--- src/rtl/sli_pkg.sv ---
// sli_pkg: shared types, codes and elaboration-time helpers for the ordered list
// covers the transaction payloads, status and function codes, the cell control word
// and the sizing of the registered read-out tree; depends on nothing
package sli_pkg;

  localparam int CAPACITY_DEF   = 64;
  localparam int ELEM_WIDTH_DEF = 32;
  localparam int IDX_MAX_W      = 10;
  localparam int FAN_IN         = 8;
  localparam int FAN_LOG        = 3;

  typedef enum logic [2:0] {
    FN_INS_FRONT = 3'd0,
    FN_INS_END   = 3'd1,
    FN_INS_POS   = 3'd2,
    FN_REM_FRONT = 3'd3,
    FN_REM_END   = 3'd4,
    FN_REM_POS   = 3'd5
  } func_t;

  typedef enum logic [1:0] {
    ST_OK    = 2'd0,
    ST_FULL  = 2'd1,
    ST_EMPTY = 2'd2,
    ST_RANGE = 2'd3
  } status_t;

  typedef enum logic [1:0] {
    OP_NONE = 2'd0,
    OP_INS  = 2'd1,
    OP_REM  = 2'd2
  } op_t;

  typedef struct packed {
    logic [2:0]  func;
    logic [5:0]  position;
    logic [31:0] item_value;
  } in_item_t;

  typedef struct packed {
    status_t     status;
    logic [31:0] removed_value;
    logic [6:0]  entry_total;
  } out_item_t;

  typedef struct packed {
    op_t                  op;
    logic [IDX_MAX_W-1:0] at;
  } cell_ctl_t;

  // node count of read-out tree level l (level 0 is the cell taps)
  function automatic int lvl_size(input int cap, input int l);
    int n;
    n = cap;
    for (int i = 0; i < l; i++) begin
      n = (n + FAN_IN - 1) >> FAN_LOG;
    end
    return n;
  endfunction

  function automatic int tree_levels(input int cap);
    int n;
    int lv;
    n  = cap;
    lv = 1;
    while (n > 1) begin
      n  = (n + FAN_IN - 1) >> FAN_LOG;
      lv = lv + 1;
    end
    return lv;
  endfunction

  // offset of level l (l >= 1) in the flat register array of the tree
  function automatic int lvl_off(input int cap, input int l);
    int s;
    s = 0;
    for (int k = 1; k < l; k++) begin
      s = s + lvl_size(cap, k);
    end
    return s;
  endfunction

endpackage

--- src/rtl/sli_cell.sv ---
// sli_cell: one list slot, shifting with its neighbours on insert and remove
// depends on sli_pkg for the cell control word
module sli_cell #(
  parameter int ELEM_WIDTH = sli_pkg::ELEM_WIDTH_DEF,
  parameter int INDEX      = 0
) (
  input  logic                  clk,
  input  sli_pkg::cell_ctl_t    ctl_i,
  input  logic [ELEM_WIDTH-1:0] ins_word_i,
  input  logic [ELEM_WIDTH-1:0] prev_i,
  input  logic [ELEM_WIDTH-1:0] next_i,
  output logic [ELEM_WIDTH-1:0] data_o,
  output logic [ELEM_WIDTH-1:0] tap_o
);

  localparam logic [sli_pkg::IDX_MAX_W-1:0] MY_IDX = sli_pkg::IDX_MAX_W'(INDEX);

  logic [ELEM_WIDTH-1:0] data_r;
  logic [ELEM_WIDTH-1:0] tap_r;
  logic                  is_at;
  logic                  above;

  assign is_at = (ctl_i.at == MY_IDX);
  assign above = (MY_IDX > ctl_i.at);

  always_ff @(posedge clk) begin
    unique case (ctl_i.op)
      sli_pkg::OP_INS: begin
        if (above) begin
          data_r <= prev_i;
        end else if (is_at) begin
          data_r <= ins_word_i;
        end
      end
      sli_pkg::OP_REM: begin
        if (above || is_at) begin
          data_r <= next_i;
        end
      end
      default: begin
      end
    endcase
    if (ctl_i.op != sli_pkg::OP_NONE) begin
      tap_r <= (ctl_i.op == sli_pkg::OP_REM && is_at) ? data_r : '0;
    end
  end

  assign data_o = data_r;
  assign tap_o  = tap_r;

endmodule

--- config.mk ---
export PLATFORM = sky130hd
export DESIGN_NAME = sli_cell
export DESIGN_NICKNAME = d
export VERILOG_FILES = /design/src/rtl/sli_pkg.sv /design/src/rtl/sli_cell.sv
export SDC_FILE = /design/constraint.sdc
export NUM_CORES = 1
export LEC_CHECK = 0
export BUFFER_PORTS_ARGS = -buffer_cell sky130_fd_sc_hd__buf_2
export CAP_MARGIN = 10
export CORE_ASPECT_RATIO = 1.25
export CORE_MARGIN = 2
export CORE_UTILIZATION = 30
export DETAILED_ROUTE_END_ITERATION = 10
export HOLD_SLACK_MARGIN = 0.1
export SETUP_SLACK_MARGIN = 0.5
export SYNTH_ARGS = -nofsm -noshare
export SYNTH_HDL_FRONTEND = slang
export SYNTH_SLANG_ARGS = --single-unit
export TNS_END_PERCENT = 20
--- constraint.sdc ---
create_clock -name clk -period 4.3 [get_ports clk]
set_input_delay 0 -clock clk [delete_from_list [all_inputs] [get_ports clk]]
set_output_delay 0 -clock clk [all_outputs]
set_load 0.03 [all_outputs]
==> out/results.ini <==
[clocking]
numClockSinks = 64
clock_latency_ps = 320
cts_root_buf = clkbuf_16
cts_buffer_depth = 2
post_cts_buffers = 0
postCtsResizedCells = 0
numCtsBuffers = 9
htreeDepth = 3
cts_tree = yes
clkTransAtPathRegs_ps = 50

[die]
die-area_um2 = 11300
die_h_um = 118
initial_core_util_pct = 30.9
io_pins = 173
core_area_um2 = 10200
num_rows = 41
die_width_um = 95.4

[worst_setup_path]
worstSetupPathType = in -> reg
reg2regPathDepth = 2
path_cells = buf_2, nor2b_4, mux2_2, dlygate4sd3_1
r2r-start = data_o[13]$_DFFE_PP_
worstPathArrival_ps = 2450
worstPathRequired_ps = 4360
reg2reg_slack_ps = 3410
regToRegEndpoint = tap_o[13]$_SDFFCE_PN0P_
startpoint_type = primary input
end_kind = flip-flop
slowest_delay_ps = 900
setup.worst_path.end = data_o[1]$_DFFE_PP_
cp_slowest_cell = nor2b_4
crit_fanout = 35
cp-startpoint = ctl_i[11]

[detailed_routing]
vias = 2403
dr.pass1.iters = 4
drt_wl_total_um = 8060
via_per_inst = 4.65
ant_nets = 0
post_drt_wl_per_cell_um = 15.6
drtIter0Drc = 79
drc = 0

[global_route]
grt_usage_pct = 14.7
grt_pass1_vias = 2481
grt_max_degree = 36
grt.overflow.total = 0
antenna_found_initial = 0
grt_pass1_wl_um = 12300

[timing]
hold_viol = 0
rsz0062_at_grt = false
tightest_slew_ps = 993
skew_ps = 3.89
setup-tns-final_ps = 0
setup_viol = 0
period_minus_slack_ps = 2380
maxSlewViolCount = 0
hold_ws_ps = 401
relSlewSlack_pct = 33.8
fmax_ghz = 0.419
period_share_pct = 55.5

[power_and_ir_drop]
p_seq_share_pct = 44.2
finalPower_mw = 1.59
intPower_mw = 1.25
vdd_ir_drop_max_uv = 168
pwr-share-clk_pct = 43.0
power_per_cell_area_nw_per_um2 = 333
power.switching_mw = 0.343
p_leak_nw = 1.84
combPwrFrac_pct = 12.8
swShare_pct = 21.5

[cells_and_area]
final_cell_mix = 140 x buf_2, 64 x edfxtp_1, 64 x dlygate4sd3_1
synthToLayoutAreaGrowth_pct = 52.4
fin_nets = 493
nFillCells = 915
drive_gt1_share_pct = 55.9
diodes = 0
fin_cells = 517
fin_util_pct = 47.0
final_common_cell = buf_2

[yosys]
netlist_area_um2 = 3130
ys_warn_count = 0
synthTopCellsByArea = edfxtp_1 61%, nor4_2 12%, mux2_2 9.7%
synth_area_per_cell_um2 = 16.5
yosysTopAreaCell = edfxtp_1
yosys_register_bits = 64
ys_types = 16
syn-num-nets = 299
yosysTopAreaCellShare_pct = 61.3
yosysSeqAreaShare_pct = 61.3
netlist_instances = 190

[place]
port_buffers = 140
placed_cells = 438
dp_hpwl_um = 4940
gp_congestion = 0.740

[flow_run]
cap_violations = 0

[hold_path]
worstHoldPathType = in -> reg

[outcome]
outcome = completed

-- per-layer routing --
metal	global-route usage, %	vias to the layer above	wire length (um)
li1	-	1144	-
met1	15.2	1158	2970
met2	26.8	91	4490
met3	3.57	10	456
met4	7.41	0	150
met5	0	-	0
-- state kept, by name, summed over array words and instances (netlist names) --
name	flops
data_o	32
tap_o	32
-- worst max-delay path: cells and delay by family --
family,cells,cell delay (ps)
buffers and inverters,2,1120
and+or+nand+nor,1,900
muxes,1,420
-- area by class of cell --
type | instances | area [um2] | share of cell area (%)
clock buffer | 10 | 229 | 4.79
tap | 129 | 161 | 3.38
clock inverter | 5 | 48.8 | 1.02
multi-input combinational | 103 | 1060 | 22.2
timing repair buffer | 206 | 1360 | 28.4
sequential | 64 | 1920 | 40.2
-- cells in the mapped netlist --
cell type and instances:
mux2_2 27, nand3b_1 32, buf_6 4, edfxtp_1 64
nor4_1 3, clkbuf_1 9, buf_1 2, xnor2_1 1
or2_2 2, or4_1 1, buf_2 5, nor4_2 30
buf_12 3, nor2b_1 1, mux2_1 5, or4_4 1
-- cells by family (layout without fill, tap and decap cells) --
logic type	count (synthesis)	count (layout)	share of synthesized area, %
and+or+nand+nor	70	70	21.4
buffers and inverters	23	221	5.47
DFF	64	64	61.3
xor gates and xnor gates	1	1	0.279
muxes	32	32	11.5
-- per-stage QoR --
stage	setup slack, ps	area, um2
after detailed placement	2040	3860
after floorplan	1180	3130
after global routing	1790	4780
final	1920	4780
after global placement	2070	3860
after CTS	1890	4780
-- worst min path at each step --
stage / from / endpoint / slack [ps] / depth (start not counted)
after detailed placement: ins_word_i[4] / data_o[4]$_DFFE_PP_ / 290 / 2
after floorplan: ins_word_i[19] / data_o[19]$_DFFE_PP_ / 200 / 1
after global routing: ctl_i[11] / tap_o[1]$_SDFFCE_PN0P_ / 430 / 3
after global placement: ins_word_i[19] / data_o[19]$_DFFE_PP_ / 290 / 2
final: ctl_i[11] / tap_o[31]$_SDFFCE_PN0P_ / 400 / 3
after CTS: ctl_i[11] / tap_o[31]$_SDFFCE_PN0P_ / 380 / 3
-- power by group through the flow --
stage	Combinational (mW)	Clock, mW	Sequential, mW
3_3_place_gp	0.146	0	0.716
5_1_grt	0.219	0.731	0.704
4_1_cts	0.203	0.707	0.704
2_1_floorplan	0.0699	0	0.742
6_report	0.204	0.684	0.703
3_5_place_dp	0.149	0	0.716
-- what timing repair did --
item / CTS / global route
hold buffers: 64 / 0
endpoints found under the hold margin: 32 / 0
setup endpoints to repair: 0 / 0
No activity file was read; power rests on OpenSTA's default activity.
